File: src/pam_pkg.sv
`timescale 1ns / 1ps
// shared types, constants and helpers of the plane association matcher
// used by every module of the block, but not by the channel interfaces

package pam_pkg;

    localparam logic [1:0] MODE_OBS = 2'd0;
    localparam logic [1:0] MODE_HDR = 2'd1;
    localparam logic [1:0] MODE_PT  = 2'd2;
    localparam logic [1:0] MODE_END = 2'd3;

    localparam int unsigned MAP_PLANES = 1024;

    localparam logic [15:0] DIST_LIMIT = 16'd25600;
    localparam logic [15:0] COS_SAT    = 16'hFFFF;
    localparam logic [14:0] PAR_MAX    = 15'h7FFF;

    localparam int QDEPTH = 4;
    localparam int QPTR_W = $clog2(QDEPTH);

    localparam logic [1:0] REG_DIST  = 2'd0;
    localparam logic [1:0] REG_ASSOC = 2'd1;
    localparam logic [1:0] REG_VERT  = 2'd2;
    localparam logic [1:0] REG_PAR   = 2'd3;

    typedef struct packed {
        logic [15:0] dist_thr;
        logic [14:0] assoc_thr;
        logic [14:0] vert_thr;
        logic [14:0] par_thr;
    } t_cfg;

    typedef struct packed {
        logic [1:0]         mode;
        logic               first;
        logic signed [23:0] vec_x;
        logic signed [23:0] vec_y;
        logic signed [23:0] vec_z;
        logic signed [23:0] offset;
        logic [9:0]         index;
        logic               bad;
    } t_item;

    typedef struct packed {
        logic [1:0] mode;
        logic       first;
        logic [9:0] index;
        logic       bad;
    } t_tag;

    function automatic logic signed [15:0] sat16(input logic signed [23:0] v);
        logic signed [15:0] r;
        if (v > 24'sd32767) begin
            r = 16'sh7FFF;
        end else if (v < -24'sd32768) begin
            r = 16'sh8000;
        end else begin
            r = v[15:0];
        end
        return r;
    endfunction

endpackage

File: src/pam_if.sv
`timescale 1ns / 1ps
// valid/ready channel interfaces for items in and results out
// depends on nothing but plain logic types

interface pam_in_if;
    logic               valid;
    logic               ready;
    logic [1:0]         mode;
    logic               first_of_frame;
    logic signed [23:0] vec_x;
    logic signed [23:0] vec_y;
    logic signed [23:0] vec_z;
    logic signed [23:0] plane_offset;
    logic [9:0]         map_index;
    logic               map_bad;

    modport source (output valid, mode, first_of_frame, vec_x, vec_y, vec_z,
                    plane_offset, map_index, map_bad, input ready);
    modport sink (input valid, mode, first_of_frame, vec_x, vec_y, vec_z,
                  plane_offset, map_index, map_bad, output ready);
endinterface

interface pam_out_if;
    logic       valid;
    logic       ready;
    logic       matched;
    logic [9:0] match_index;
    logic       vertical_found;
    logic [9:0] vertical_index;
    logic       parallel_found;
    logic [9:0] parallel_index;
    logic [6:0] match_count;

    modport source (output valid, matched, match_index, vertical_found,
                    vertical_index, parallel_found, parallel_index, match_count,
                    input ready);
    modport sink (input valid, matched, match_index, vertical_found,
                  vertical_index, parallel_found, parallel_index, match_count,
                  output ready);
endinterface

File: src/pam_front.sv
`timescale 1ns / 1ps
// front end: classifies an incoming transfer into a queue entry
// saturates normals and flags bad map planes; uses pam_pkg and pam_in_if

module pam_front (
    pam_in_if.sink         i_in,
    input  logic           i_full,
    output logic           o_push,
    output pam_pkg::t_item o_item
);

    logic normal_mode;
    logic out_of_range;

    assign normal_mode  = (i_in.mode == pam_pkg::MODE_OBS) || (i_in.mode == pam_pkg::MODE_HDR);
    assign out_of_range = 32'(i_in.map_index) >= pam_pkg::MAP_PLANES;

    assign i_in.ready = !i_full;
    assign o_push     = i_in.valid && !i_full;

    always_comb begin
        o_item.mode   = i_in.mode;
        o_item.first  = i_in.first_of_frame;
        o_item.offset = i_in.plane_offset;
        o_item.index  = i_in.map_index;
        o_item.bad    = i_in.map_bad || out_of_range;
        if (normal_mode) begin
            o_item.vec_x = 24'(pam_pkg::sat16(i_in.vec_x));
            o_item.vec_y = 24'(pam_pkg::sat16(i_in.vec_y));
            o_item.vec_z = 24'(pam_pkg::sat16(i_in.vec_z));
        end else begin
            o_item.vec_x = i_in.vec_x;
            o_item.vec_y = i_in.vec_y;
            o_item.vec_z = i_in.vec_z;
        end
    end

endmodule

File: src/pam_queue.sv
`timescale 1ns / 1ps
// short queue between front end and back end
// holds classified entries of type pam_pkg::t_item

module pam_queue (
    input  logic           i_clk,
    input  logic           i_rst_n,
    input  logic           i_push,
    input  pam_pkg::t_item i_item,
    input  logic           i_pop,
    output pam_pkg::t_item o_head,
    output logic           o_nonempty,
    output logic           o_full
);

    pam_pkg::t_item r_mem [pam_pkg::QDEPTH];
    logic [pam_pkg::QPTR_W-1:0] r_wr;
    logic [pam_pkg::QPTR_W-1:0] r_rd;
    logic [pam_pkg::QPTR_W:0]   r_cnt;
    logic do_pop;

    assign o_head     = r_mem[r_rd];
    assign o_nonempty = r_cnt != '0;
    assign o_full     = r_cnt == (pam_pkg::QPTR_W+1)'(pam_pkg::QDEPTH);
    assign do_pop     = i_pop && o_nonempty;

    always_ff @(posedge i_clk) begin
        if (i_push) begin
            r_mem[r_wr] <= i_item;
        end
    end

    always_ff @(posedge i_clk) begin
        if (!i_rst_n) begin
            r_wr  <= '0;
            r_rd  <= '0;
            r_cnt <= '0;
        end else begin
            if (i_push) begin
                r_wr <= r_wr + 1'b1;
            end
            if (do_pop) begin
                r_rd <= r_rd + 1'b1;
            end
            case ({i_push, do_pop})
                2'b10:   r_cnt <= r_cnt + 1'b1;
                2'b01:   r_cnt <= r_cnt - 1'b1;
                default: r_cnt <= r_cnt;
            endcase
        end
    end

endmodule

File: src/pam_back.sv
`timescale 1ns / 1ps
// back end: dot products, magnitude, running minimum and plane decisions
// three pipeline stages then commit; uses pam_pkg and pam_out_if

module pam_back #(
    parameter int FRAME_PLANES = 64,
    parameter int MW           = 7
) (
    input  logic           i_clk,
    input  logic           i_rst_n,
    input  pam_pkg::t_cfg  i_cfg,
    input  pam_pkg::t_item i_head,
    input  logic           i_nonempty,
    output logic           o_pop,
    pam_out_if.source      o_out
);

    logic adv;

    logic signed [15:0] r_obs_x, r_obs_y, r_obs_z;
    logic signed [23:0] r_obs_off;

    logic               r1_v;
    pam_pkg::t_tag      r1_tag;
    logic signed [39:0] r1_p0, r1_p1, r1_p2;
    logic signed [37:0] r1_off;

    logic               r2_v;
    pam_pkg::t_tag      r2_tag;
    logic signed [41:0] r2_sum;

    logic               r3_v;
    pam_pkg::t_tag      r3_tag;
    logic [15:0]        r3_val;

    logic signed [39:0] p0, p1, p2;
    logic signed [41:0] sum;
    logic [41:0]        mag;
    logic [27:0]        shifted;
    logic [15:0]        val;

    logic [15:0] r_best_dist, n_best_dist;
    logic [14:0] r_best_vert, n_best_vert;
    logic [14:0] r_best_par, n_best_par;
    logic [15:0] r_pend_cos, n_pend_cos;
    logic [9:0]  r_pend_idx, n_pend_idx;
    logic        r_pend_v, n_pend_v;
    logic        r_pend_bad, n_pend_bad;
    logic [15:0] r_min, n_min;
    logic [9:0]  r_pick_m, n_pick_m;
    logic [9:0]  r_pick_v, n_pick_v;
    logic [9:0]  r_pick_p, n_pick_p;
    logic [2:0]  r_flags, n_flags;
    logic [MW-1:0] r_matches, n_matches;
    logic          commit;
    logic          emit;

    assign adv   = !(r3_v && (r3_tag.mode == pam_pkg::MODE_END) && o_out.valid && !o_out.ready);
    assign o_pop = adv && i_nonempty;

    assign p0 = r_obs_x * i_head.vec_x;
    assign p1 = r_obs_y * i_head.vec_y;
    assign p2 = r_obs_z * i_head.vec_z;

    // stage 1: products, observed plane loads here so the next item sees it
    always_ff @(posedge i_clk) begin
        if (!i_rst_n) begin
            r_obs_x   <= '0;
            r_obs_y   <= '0;
            r_obs_z   <= '0;
            r_obs_off <= '0;
        end else if (o_pop && (i_head.mode == pam_pkg::MODE_OBS)) begin
            r_obs_x   <= i_head.vec_x[15:0];
            r_obs_y   <= i_head.vec_y[15:0];
            r_obs_z   <= i_head.vec_z[15:0];
            r_obs_off <= i_head.offset;
        end
    end

    always_ff @(posedge i_clk) begin
        if (adv) begin
            r1_tag <= '{mode: i_head.mode, first: i_head.first,
                        index: i_head.index, bad: i_head.bad};
            r1_p0  <= p0;
            r1_p1  <= p1;
            r1_p2  <= p2;
            if (i_head.mode == pam_pkg::MODE_PT) begin
                r1_off <= {r_obs_off, 14'b0};
            end else begin
                r1_off <= '0;
            end
            r2_tag <= r1_tag;
            r2_sum <= sum;
            r3_tag <= r2_tag;
            r3_val <= val;
        end
    end

    // stage 2: sum of terms
    assign sum = 42'(r1_p0) + 42'(r1_p1) + 42'(r1_p2) + 42'(r1_off);

    // stage 3: magnitude, shift and saturate
    assign mag     = r2_sum[41] ? 42'(-r2_sum) : 42'(r2_sum);
    assign shifted = mag[41:14];

    always_comb begin
        if (r2_tag.mode == pam_pkg::MODE_PT) begin
            val = (shifted > 28'(pam_pkg::DIST_LIMIT)) ? pam_pkg::DIST_LIMIT : shifted[15:0];
        end else begin
            val = (shifted > 28'(pam_pkg::COS_SAT)) ? pam_pkg::COS_SAT : shifted[15:0];
        end
    end

    always_ff @(posedge i_clk) begin
        if (!i_rst_n) begin
            r1_v <= 1'b0;
            r2_v <= 1'b0;
            r3_v <= 1'b0;
        end else if (adv) begin
            r1_v <= o_pop;
            r2_v <= r1_v;
            r3_v <= r2_v;
        end
    end

    // commit
    assign commit = adv && r3_v;
    assign emit   = commit && (r3_tag.mode == pam_pkg::MODE_END);

    always_comb begin
        n_best_dist = r_best_dist;
        n_best_vert = r_best_vert;
        n_best_par  = r_best_par;
        n_pend_cos  = r_pend_cos;
        n_pend_idx  = r_pend_idx;
        n_pend_v    = r_pend_v;
        n_pend_bad  = r_pend_bad;
        n_min       = r_min;
        n_pick_m    = r_pick_m;
        n_pick_v    = r_pick_v;
        n_pick_p    = r_pick_p;
        n_flags     = r_flags;
        n_matches   = r_matches;
        case (r3_tag.mode)
            pam_pkg::MODE_OBS: begin
                if (r3_tag.first) begin
                    n_matches = '0;
                end
                n_best_dist = i_cfg.dist_thr;
                n_best_vert = i_cfg.vert_thr;
                n_best_par  = i_cfg.par_thr;
                n_pick_m    = '0;
                n_pick_v    = '0;
                n_pick_p    = '0;
                n_flags     = '0;
                n_pend_v    = 1'b0;
                n_pend_bad  = 1'b0;
                n_pend_cos  = '0;
                n_pend_idx  = '0;
                n_min       = pam_pkg::DIST_LIMIT;
            end
            pam_pkg::MODE_PT: begin
                if (r_pend_v && !r_pend_bad && (r3_val < r_min)) begin
                    n_min = r3_val;
                end
            end
            pam_pkg::MODE_HDR, pam_pkg::MODE_END: begin
                if (r_pend_v && !r_pend_bad) begin
                    if ((r_pend_cos > {1'b0, i_cfg.assoc_thr}) && (r_min < r_best_dist)) begin
                        n_best_dist = r_min;
                        n_pick_m    = r_pend_idx;
                        n_flags[0]  = 1'b1;
                    end else if (r_pend_cos < {1'b0, r_best_vert}) begin
                        n_best_vert = r_pend_cos[14:0];
                        n_pick_v    = r_pend_idx;
                        n_flags[1]  = 1'b1;
                    end else if (r_pend_cos > {1'b0, r_best_par}) begin
                        n_best_par  = r_pend_cos[15] ? pam_pkg::PAR_MAX : r_pend_cos[14:0];
                        n_pick_p    = r_pend_idx;
                        n_flags[2]  = 1'b1;
                    end
                end
                n_pend_v   = 1'b0;
                n_pend_bad = 1'b0;
                n_min      = pam_pkg::DIST_LIMIT;
                if (r3_tag.mode == pam_pkg::MODE_HDR) begin
                    n_pend_cos = r3_val;
                    n_pend_idx = r3_tag.index;
                    n_pend_v   = 1'b1;
                    n_pend_bad = r3_tag.bad;
                end else if (n_flags[0] && (r_matches < MW'(FRAME_PLANES))) begin
                    n_matches = MW'(r_matches + 1'b1);
                end
            end
            default: begin
                n_min = r_min;
            end
        endcase
    end

    always_ff @(posedge i_clk) begin
        if (!i_rst_n) begin
            r_best_dist <= '0;
            r_best_vert <= '0;
            r_best_par  <= '0;
            r_pend_cos  <= '0;
            r_pend_idx  <= '0;
            r_pend_v    <= 1'b0;
            r_pend_bad  <= 1'b0;
            r_min       <= pam_pkg::DIST_LIMIT;
            r_pick_m    <= '0;
            r_pick_v    <= '0;
            r_pick_p    <= '0;
            r_flags     <= '0;
            r_matches   <= '0;
        end else if (commit) begin
            r_best_dist <= n_best_dist;
            r_best_vert <= n_best_vert;
            r_best_par  <= n_best_par;
            r_pend_cos  <= n_pend_cos;
            r_pend_idx  <= n_pend_idx;
            r_pend_v    <= n_pend_v;
            r_pend_bad  <= n_pend_bad;
            r_min       <= n_min;
            r_pick_m    <= n_pick_m;
            r_pick_v    <= n_pick_v;
            r_pick_p    <= n_pick_p;
            r_flags     <= emit ? 3'b000 : n_flags;
            r_matches   <= n_matches;
        end
    end

    // result register
    always_ff @(posedge i_clk) begin
        if (!i_rst_n) begin
            o_out.valid <= 1'b0;
        end else if (emit) begin
            o_out.valid <= 1'b1;
        end else if (o_out.ready) begin
            o_out.valid <= 1'b0;
        end
    end

    always_ff @(posedge i_clk) begin
        if (emit) begin
            o_out.matched        <= n_flags[0];
            o_out.match_index    <= n_flags[0] ? n_pick_m : 10'd0;
            o_out.vertical_found <= n_flags[1];
            o_out.vertical_index <= n_flags[1] ? n_pick_v : 10'd0;
            o_out.parallel_found <= n_flags[2];
            o_out.parallel_index <= n_flags[2] ? n_pick_p : 10'd0;
            o_out.match_count    <= 7'(n_matches);
        end
    end

endmodule

File: src/plane_association_matcher.sv
`timescale 1ns / 1ps
// top level: one observed plane against a stream of map planes
// result path: an end item passes the queue and the back-end pipeline, then its result is registered at commit
// throughput: one item per cycle while no result waits on a stalled output; the multiplier
// stage and the commit stage each take one item a cycle, a 4-entry queue decouples front and back
// reset: synchronous, active low; config returns to defaults, state clears, no sweep

module plane_association_matcher #(
    parameter int FRAME_PLANES = 64
) (
    input  logic        i_clk,
    input  logic        i_rst_n,
    pam_in_if.sink      i_in_ch,
    pam_out_if.source   o_out_ch,
    input  logic        psel,
    input  logic        penable,
    input  logic        pwrite,
    input  logic [3:0]  paddr,
    input  logic [31:0] pwdata,
    output logic [31:0] prdata,
    output logic        pready
);

    localparam int MW = $clog2(FRAME_PLANES + 1);

    pam_pkg::t_cfg  r_cfg;
    pam_pkg::t_item item;
    pam_pkg::t_item head;
    logic push, pop, nonempty, full;
    logic cfg_wr;

    assign pready = 1'b1;
    assign cfg_wr = psel && penable && pwrite;

    always_ff @(posedge i_clk) begin
        if (!i_rst_n) begin
            r_cfg.dist_thr  <= 16'd20;
            r_cfg.assoc_thr <= 15'd14090;
            r_cfg.vert_thr  <= 15'd1311;
            r_cfg.par_thr   <= 15'd14746;
        end else if (cfg_wr) begin
            case (paddr[3:2])
                pam_pkg::REG_DIST:  r_cfg.dist_thr  <= pwdata[15:0];
                pam_pkg::REG_ASSOC: r_cfg.assoc_thr <= pwdata[14:0];
                pam_pkg::REG_VERT:  r_cfg.vert_thr  <= pwdata[14:0];
                pam_pkg::REG_PAR:   r_cfg.par_thr   <= pwdata[14:0];
                default:            r_cfg           <= r_cfg;
            endcase
        end
    end

    always_comb begin
        case (paddr[3:2])
            pam_pkg::REG_DIST:  prdata = 32'(r_cfg.dist_thr);
            pam_pkg::REG_ASSOC: prdata = 32'(r_cfg.assoc_thr);
            pam_pkg::REG_VERT:  prdata = 32'(r_cfg.vert_thr);
            pam_pkg::REG_PAR:   prdata = 32'(r_cfg.par_thr);
            default:            prdata = '0;
        endcase
    end

    pam_front u_front (
        .i_in   (i_in_ch),
        .i_full (full),
        .o_push (push),
        .o_item (item)
    );

    pam_queue u_queue (
        .i_clk      (i_clk),
        .i_rst_n    (i_rst_n),
        .i_push     (push),
        .i_item     (item),
        .i_pop      (pop),
        .o_head     (head),
        .o_nonempty (nonempty),
        .o_full     (full)
    );

    pam_back #(
        .FRAME_PLANES (FRAME_PLANES),
        .MW           (MW)
    ) u_back (
        .i_clk      (i_clk),
        .i_rst_n    (i_rst_n),
        .i_cfg      (r_cfg),
        .i_head     (head),
        .i_nonempty (nonempty),
        .o_pop      (pop),
        .o_out      (o_out_ch)
    );

endmodule

File: src/flat_wrapper.sv
// flat-port wrapper written by rule: the top's interface ports become plain ports
module plane_association_matcher_flat 
#(
    parameter int FRAME_PLANES = 64
)
  (i_clk, i_rst_n, psel, penable, pwrite, paddr, pwdata, prdata, pready, i_in_ch_valid, i_in_ch_mode, i_in_ch_first_of_frame, i_in_ch_vec_x, i_in_ch_vec_y, i_in_ch_vec_z, i_in_ch_plane_offset, i_in_ch_map_index, i_in_ch_map_bad, i_in_ch_ready, o_out_ch_valid, o_out_ch_matched, o_out_ch_match_index, o_out_ch_vertical_found, o_out_ch_vertical_index, o_out_ch_parallel_found, o_out_ch_parallel_index, o_out_ch_match_count, o_out_ch_ready);
  pam_in_if i_in_ch_i ();
  pam_out_if o_out_ch_i ();
  input  logic i_clk;
  input  logic i_rst_n;
  input  logic psel;
  input  logic penable;
  input  logic pwrite;
  input  logic [3:0] paddr;
  input  logic [31:0] pwdata;
  output logic [31:0] prdata;
  output logic pready;
  input wire logic [$bits(i_in_ch_i.valid)-1:0] i_in_ch_valid;
  input wire logic [$bits(i_in_ch_i.mode)-1:0] i_in_ch_mode;
  input wire logic [$bits(i_in_ch_i.first_of_frame)-1:0] i_in_ch_first_of_frame;
  input wire logic [$bits(i_in_ch_i.vec_x)-1:0] i_in_ch_vec_x;
  input wire logic [$bits(i_in_ch_i.vec_y)-1:0] i_in_ch_vec_y;
  input wire logic [$bits(i_in_ch_i.vec_z)-1:0] i_in_ch_vec_z;
  input wire logic [$bits(i_in_ch_i.plane_offset)-1:0] i_in_ch_plane_offset;
  input wire logic [$bits(i_in_ch_i.map_index)-1:0] i_in_ch_map_index;
  input wire logic [$bits(i_in_ch_i.map_bad)-1:0] i_in_ch_map_bad;
  output wire logic [$bits(i_in_ch_i.ready)-1:0] i_in_ch_ready;
  output wire logic [$bits(o_out_ch_i.valid)-1:0] o_out_ch_valid;
  output wire logic [$bits(o_out_ch_i.matched)-1:0] o_out_ch_matched;
  output wire logic [$bits(o_out_ch_i.match_index)-1:0] o_out_ch_match_index;
  output wire logic [$bits(o_out_ch_i.vertical_found)-1:0] o_out_ch_vertical_found;
  output wire logic [$bits(o_out_ch_i.vertical_index)-1:0] o_out_ch_vertical_index;
  output wire logic [$bits(o_out_ch_i.parallel_found)-1:0] o_out_ch_parallel_found;
  output wire logic [$bits(o_out_ch_i.parallel_index)-1:0] o_out_ch_parallel_index;
  output wire logic [$bits(o_out_ch_i.match_count)-1:0] o_out_ch_match_count;
  input wire logic [$bits(o_out_ch_i.ready)-1:0] o_out_ch_ready;
  assign i_in_ch_i.valid = i_in_ch_valid;
  assign i_in_ch_i.mode = i_in_ch_mode;
  assign i_in_ch_i.first_of_frame = i_in_ch_first_of_frame;
  assign i_in_ch_i.vec_x = i_in_ch_vec_x;
  assign i_in_ch_i.vec_y = i_in_ch_vec_y;
  assign i_in_ch_i.vec_z = i_in_ch_vec_z;
  assign i_in_ch_i.plane_offset = i_in_ch_plane_offset;
  assign i_in_ch_i.map_index = i_in_ch_map_index;
  assign i_in_ch_i.map_bad = i_in_ch_map_bad;
  assign i_in_ch_ready = i_in_ch_i.ready;
  assign o_out_ch_valid = o_out_ch_i.valid;
  assign o_out_ch_matched = o_out_ch_i.matched;
  assign o_out_ch_match_index = o_out_ch_i.match_index;
  assign o_out_ch_vertical_found = o_out_ch_i.vertical_found;
  assign o_out_ch_vertical_index = o_out_ch_i.vertical_index;
  assign o_out_ch_parallel_found = o_out_ch_i.parallel_found;
  assign o_out_ch_parallel_index = o_out_ch_i.parallel_index;
  assign o_out_ch_match_count = o_out_ch_i.match_count;
  assign o_out_ch_i.ready = o_out_ch_ready;
  plane_association_matcher #(.FRAME_PLANES(FRAME_PLANES)) u_core (.i_clk(i_clk), .i_rst_n(i_rst_n), .i_in_ch(i_in_ch_i), .o_out_ch(o_out_ch_i), .psel(psel), .penable(penable), .pwrite(pwrite), .paddr(paddr), .pwdata(pwdata), .prdata(prdata), .pready(pready));
endmodule
File: config.mk
export PLATFORM = sky130hd
export DESIGN_NAME = plane_association_matcher_flat
export DESIGN_NICKNAME = d
export VERILOG_FILES = /design/src/pam_pkg.sv /design/src/pam_if.sv /design/src/pam_front.sv /design/src/pam_queue.sv /design/src/pam_back.sv /design/src/plane_association_matcher.sv /design/src/flat_wrapper.sv
export SDC_FILE = /design/constraint.sdc
export NUM_CORES = 2
export LEC_CHECK = 0
export ABC_AREA = 0
export ABC_CLOCK_PERIOD_IN_PS = 15310
export BUFFER_PORTS_ARGS = -buffer_cell sky130_fd_sc_hd__buf_2
export CORE_MARGIN = 5
export CORE_UTILIZATION = 36
export CTS_CLUSTER_SIZE = 20
export DETAILED_ROUTE_END_ITERATION = 10
export SLEW_MARGIN = 20
export SYNTH_ARGS = -nofsm -noshare
export SYNTH_HDL_FRONTEND = slang
export SYNTH_SLANG_ARGS = --single-unit
File: constraint.sdc
create_clock -name i_clk -period 15.31 [get_ports i_clk]
set_clock_uncertainty 0.15 [all_clocks]
set_input_delay 2.2965 -clock i_clk [delete_from_list [all_inputs] [get_ports i_clk]]
set_output_delay 2.2965 -clock i_clk [all_outputs]
set_load 0.02 [all_outputs]
# After elaboration in Yosys (flattened, before gate mapping)
# Memory sizes are Yosys's and may differ from the RTL's. A register that Yosys moved wholly into a read port is not among the register bits.
# Index checks and enable logic that the tools add are counted.
# classes
add_sub_neg	9
multipliers	3
muxes	67
reduce_logical	40
order_cmp	14
n_eq_ne	20
# ops
cell	count
16-bit two-way mux	13
32-bit case mux with 4 select lines	1
16-bit by 24-bit multiplier with 40-bit output	3
15-bit two-way mux	8
10-bit two-way mux	10
16-bit case mux with 2 select lines	3
10-bit case mux with 2 select lines	4
24-bit by 16-bit > comparator with 1-bit output (second input constant)	3
24-bit by 16-bit less-than comparator with 1-bit output (second input constant)	3
72-bit two-way mux	1
15-bit case mux with 2 select lines	2
41-bit by 40-bit adder with 42-bit output	1
42-bit by 38-bit adder with 42-bit output	1
42-bit two-way mux	1
42-bit negation	1
40-bit by 40-bit adder with 41-bit output	1
16-bit by 15-bit > comparator with 1-bit output	2
16-bit less-than comparator	2
28-bit by 15-bit > comparator with 1-bit output (second input constant)	1
28-bit by 16-bit > comparator with 1-bit output (second input constant)	1
7-bit two-way mux	3
16-bit by 15-bit less-than comparator with 1-bit output	1
2-bit != test (second input constant)	8
1-bit logical AND	15
other kinds (26)	64
# totals
n_memories	1
register_bits	572
ram_bits	440
# mem_list
name	words	width	read_ports	rd_clocked_by_memory_dff	write_ports	line	rtl
u_core.u_queue.r_mem	4	110	1	1	1	pam_queue.sv:16	pam_pkg::t_item r_mem [pam_pkg::QDEPTH];

# Depth between registers and ports, before layout
# logic_depth
ltp_word	10
ltp_mapped	28
depth_no_buf	25

# Hierarchy
# Synthesis repeated with hierarchy kept, for this count alone.
# hier_totals
cells_unflattened	7931
area_unflattened_um2	85568.3
# modules_own_cells
mod	instances	cells_per_inst	area_per_inst_um2
pam_back	1	6815	65166.2
pam_queue	1	621	16341.9
plane_association_matcher	1	281	2881.5
pam_front	1	214	1178.6

# Worst setup path before layout
# No wires, ideal clock.
# synth_timing
path_type	input-to-reg
startpoint	input port o_out_ch_ready
endpoint	register u_core.u_back.r_min[11]
setup_ns	0.117
path_buffers	2
t_required_ns	15.043
arrival_time_ns	9.558
path_slack_ns	5.485
cell_stages	11
cell_sequence	nand2b_1 > nor2_1 > inv_1 > nand2_1 > or3_1 > nor3_1 > o211ai_1 > and4_1 > clkbuf_1 > clkbuf_1 > a22o_1
# synth_via
elab_chain_cells	5
# synth_rtl
item	line	rtl
from (decl)	flat_wrapper.sv:36	input wire logic [$bits(o_out_ch_i.ready)-1:0] o_out_ch_ready;
1-bit zero test	pam_back.sv:58	assign adv = !(r3_v && (r3_tag.mode == pam_pkg::MODE_END) && o_out.valid && !o_out.ready);
1-bit logical AND	pam_back.sv:58	
1-bit zero test	pam_back.sv:58	
1-bit logical AND	pam_back.sv:127	assign commit = adv && r3_v;
2-bit AND reduction (no line)	n/a	
to (signal assigned)	pam_back.sv:210	r_min <= pam_pkg::DIST_LIMIT;
to (signal assigned)	pam_back.sv:224	r_min <= n_min;
to (decl)	pam_back.sv:49	logic [15:0] r_min, n_min;
# No other way between the ends.
# A chain may end at the register's enable or synchronous reset.

==> flow_summary.json <==
{
  "viasPerCell": 5.00,
  "drv_cap": 0,
  "synth_area_per_cell_um2": 10.8,
  "clk_latency_ps": 800,
  "initial_core_util_pct": 36.1,
  "core_mm2": 0.232,
  "synthMuxAreaShare_pct": 3.78,
  "cts_setup_buffers": 0,
  "crit_chain": "buf_4, mux4_2, and2_1, fa_1, inv_1, fa_1, inv_1, fa_1, fa_1, fa_1, inv_1, fa_1, inv_1, ha_1, and3_1, o21a_1, a311oi_1, a211oi_1, o21ai_0, o311a_1, a21oi_1, a21oi_1, o21ai_0, xor2_1",
  "finalCritPeriodShare_pct": 62.0,
  "hold_class": "register to register",
  "setup_tns_ps": 0,
  "p_comb_share_pct": 60.9,
  "numPortBuffers": 192,
  "synthDistinctLibCells": 81,
  "synth_fa_ha_area_share_pct": 34.8,
  "power.density_mw_per_mm2": 196,
  "syn-instance-count": 7797,
  "ir_worst_vdd_uv": 160,
  "endpoint_kind": "register",
  "firstDrtPassIters": 8,
  "die_w_um": 493,
  "fp.dieH_um": 493,
  "synth_area_mm2": 0.0838,
  "cpMostUsedCell": "fa_1",
  "ant_nets": 0,
  "cts-root-buf": "clkbuf_16",
  "drv_slew": 0,
  "timing.max_slew.rel_slack_pct": 19.3,
  "track_usage_pct": 16.7,
  "dieArea_mm2": 0.243,
  "post-route-min-period_ps": 9490,
  "cp.required_ps": 15650,
  "power_frac_seq_pct": 23.9,
  "setup_viol": 0,
  "routed_wl_mm": 200,
  "drt_iter0_drc": 3619,
  "rows": 177,
  "reg2reg_depth": 24,
  "final_cells": 10900,
  "ys.flop_type": "edfxtp_1",
  "cp-start-kind": "register",
  "hpwl_mm": 152,
  "globalplace.congestion": 0.846,
  "cp.depth": 24,
  "critPathSlowestCell": "mux4_2",
  "io_pins": 228,
  "layout_commonest_cell": "inv_1",
  "final-hold-violation-count": 0,
  "fillers": 22500,
  "final_nets": 9568,
  "final_util_pct": 39.4,
  "rsz0062_at_grt": "no",
  "crit_buf_inv": 5,
  "switching_share_pct": 47.0,
  "overflow": 0,
  "grt_max_degree": 126,
  "route.detailed.drc": 0,
  "leakage_uw": 0.0401,
  "reg2reg_to": "u_core.u_back.r1_p0[38]$_DFFE_PN_",
  "dp.cells": 10700,
  "tightest_slew_ps": 1210,
  "cts_tree": "built",
  "synthToLayoutAreaGrowth_pct": 8.98,
  "status": "completed",
  "synth_warnings": 0,
  "synth_edf_count": 724,
  "grt_pass1_wl_mm": 324,
  "synth_compound_area_share_pct": 6.42,
  "cp_max_fo": 34,
  "ys_seq_area_share_pct": 32.5,
  "crit_type": "register to register",
  "p_clk_share_pct": 15.2,
  "grt_pass1_vias": 58200,
  "drive_above_1_share_pct": 7.58,
  "hold_buffers": 0,
  "clk_pin_slew_ps": 60,
  "critPathTopFamily": "adder cells",
  "synth_top_family_by_area": "adder cells",
  "clockBufferDepth": 3,
  "cts_sinks": 1000,
  "critical_path.max_stage_delay_ps": 830,
  "cts-buffers-inserted": 112,
  "synthArstFlopShare_pct": 0,
  "antenna_found_initial": 16,
  "crit_path_end": "u_core.u_back.r1_p0[38]$_DFFE_PN_",
  "synth-xor-area-share_pct": 1.90,
  "cts-resized-gates": 0,
  "whs_ps": 267,
  "multiInputGateArea_mm2": 0.0500,
  "cts_max_level": 3,
  "critPathArrivalTime_ps": 9830,
  "seq_area_mm2": 0.0273,
  "switchingPower_uw": 8420,
  "synthSimpleGateAreaFrac_pct": 12.6,
  "layout_common_cells": "inv_1 (1401), nand2_1 (1198), fa_1 (1191)",
  "rrSetupSlack_ps": 5820,
  "p_int_uw": 9510,
  "wl_per_cell_um": 18.3,
  "synth_seq_cells": 1000,
  "fmax_mhz": 105,
  "vias": 54700
}
==> worst reg2reg max path, cell delays in order, from the launching register on <==
cell      delay [ps]
dfxtp_4          740
buf_4            710
mux4_2           930
and2_1           290
fa_1             530
inv_1             50
fa_1             520
inv_1             50
fa_1             490
fa_1             440
fa_1             490
inv_1             50
fa_1             480
inv_1             40
ha_1             350
and3_1           210
o21a_1           170
a311oi_1         460
a211oi_1         230
o21ai_0          570
o311a_1          280
a21oi_1           90
a21oi_1          300
o21ai_0          160
xor2_1           410
==> cell type report <==
| class | count | share of cell area (%) |
|---|---|---|
| multi-input cells | 5048 | 54.7 |
| well taps | 3043 | 4.17 |
| flip-flops and latches | 1000 | 29.9 |
| clock buffers | 132 | 3.17 |
| repair buffers | 233 | 1.39 |
| inverters | 1403 | 5.78 |
| diodes | 6 | 0.0164 |
| clock inverters | 78 | 0.914 |
==> how the worst min path moves through the flow <==
stage	start	endpoint	slack (ps)	cells past startpoint
2_1_floorplan	u_core.u_back.r1_tag[0]$_DFFE_PN_	u_core.u_back.r2_tag[0]$_DFFE_PN_	250	0
3_3_place_gp	u_core.u_back.r1_tag[6]$_DFFE_PN_	u_core.u_back.r2_tag[6]$_DFFE_PN_	250	0
3_5_place_dp	u_core.u_back.r1_tag[13]$_DFFE_PN_	u_core.u_back.r2_tag[13]$_DFFE_PN_	250	0
4_1_cts	u_core.u_back.r2_tag[7]$_DFFE_PN_	u_core.u_back.r3_tag[7]$_DFFE_PN_	270	0
5_1_grt	u_core.u_back.r1_tag[3]$_DFFE_PN_	u_core.u_back.r2_tag[3]$_DFFE_PN_	270	0
6_report	u_core.u_back.r2_tag[9]$_DFFE_PN_	u_core.u_back.r3_tag[9]$_DFFE_PN_	270	0
==> logic make-up after synthesis <==
family          Yosys count
simple gates           2249
buf+inv                1764
fa+ha+maj              1617
flops                  1000
compound gates          823
xor+xnor                182
mux                     160
other cells               2
==> per-layer routing <==
metal	global-route usage, %	share of wire, %	vias up
met5	0	0.030	-
met4	4.38	2.6	10
met3	2.71	5.4	252
met2	27.9	48	1335
met1	22.7	44	28100
li1	-	-	25000
==> cells in the mapped netlist, drive strengths merged, types with 126 or more instances <==
cell / n / area, µm²
fa: 1191 / 23800
inv: 1403 / 5270
a21oi: 297 / 1520
edfxtp: 724 / 21700
nand2: 1198 / 4500
xnor2: 126 / 1100
clkbuf: 298 / 1120
nor2: 186 / 698
dfxtp: 276 / 5530
and2: 483 / 3020
ha: 426 / 5330
==> stage by stage <==
step / total power [µW] / area, µm² / setup slack [ps]
global placement: 15100 / 87600 / 5830
floorplan: 12100 / 83900 / 5480
finish: 17900 / 91300 / 5820
CTS: 18100 / 91300 / 5720
detailed placement: 15300 / 87600 / 5790
global route: 19700 / 91300 / 5270
==> power groups by stage <==
stage | registers (µW) | logic [µW] | clock network (µW)
floorplan | 4010 | 8120 | 0
global placement | 4320 | 10800 | 0
detailed placement | 4350 | 11000 | 0
CTS | 4290 | 11000 | 2800
global route | 4350 | 12400 | 2920
finish | 4290 | 10900 | 2720
==> state kept, by name, indices dropped and copies added (netlist names), 14 cells and up, named ones only <==
register / cells
u_core.r_cfg: 61
u_core.u_back.r1_off: 24
u_core.u_back.r1_p0: 40
u_core.u_back.r1_p1: 40
u_core.u_back.r1_p2: 40
u_core.u_back.r1_tag: 14
u_core.u_back.r2_sum: 42
u_core.u_back.r2_tag: 14
u_core.u_back.r3_tag: 14
u_core.u_back.r3_val: 16
u_core.u_back.r_best_dist: 16
u_core.u_back.r_best_par: 15
u_core.u_back.r_best_vert: 15
u_core.u_back.r_min: 16
u_core.u_back.r_obs_off: 24
u_core.u_back.r_obs_x: 16
u_core.u_back.r_obs_y: 16
u_core.u_back.r_obs_z: 16
u_core.u_back.r_pend_cos: 16
u_core.u_queue.r_mem: 440
Note: power is estimated with default switching activity, not from simulation.
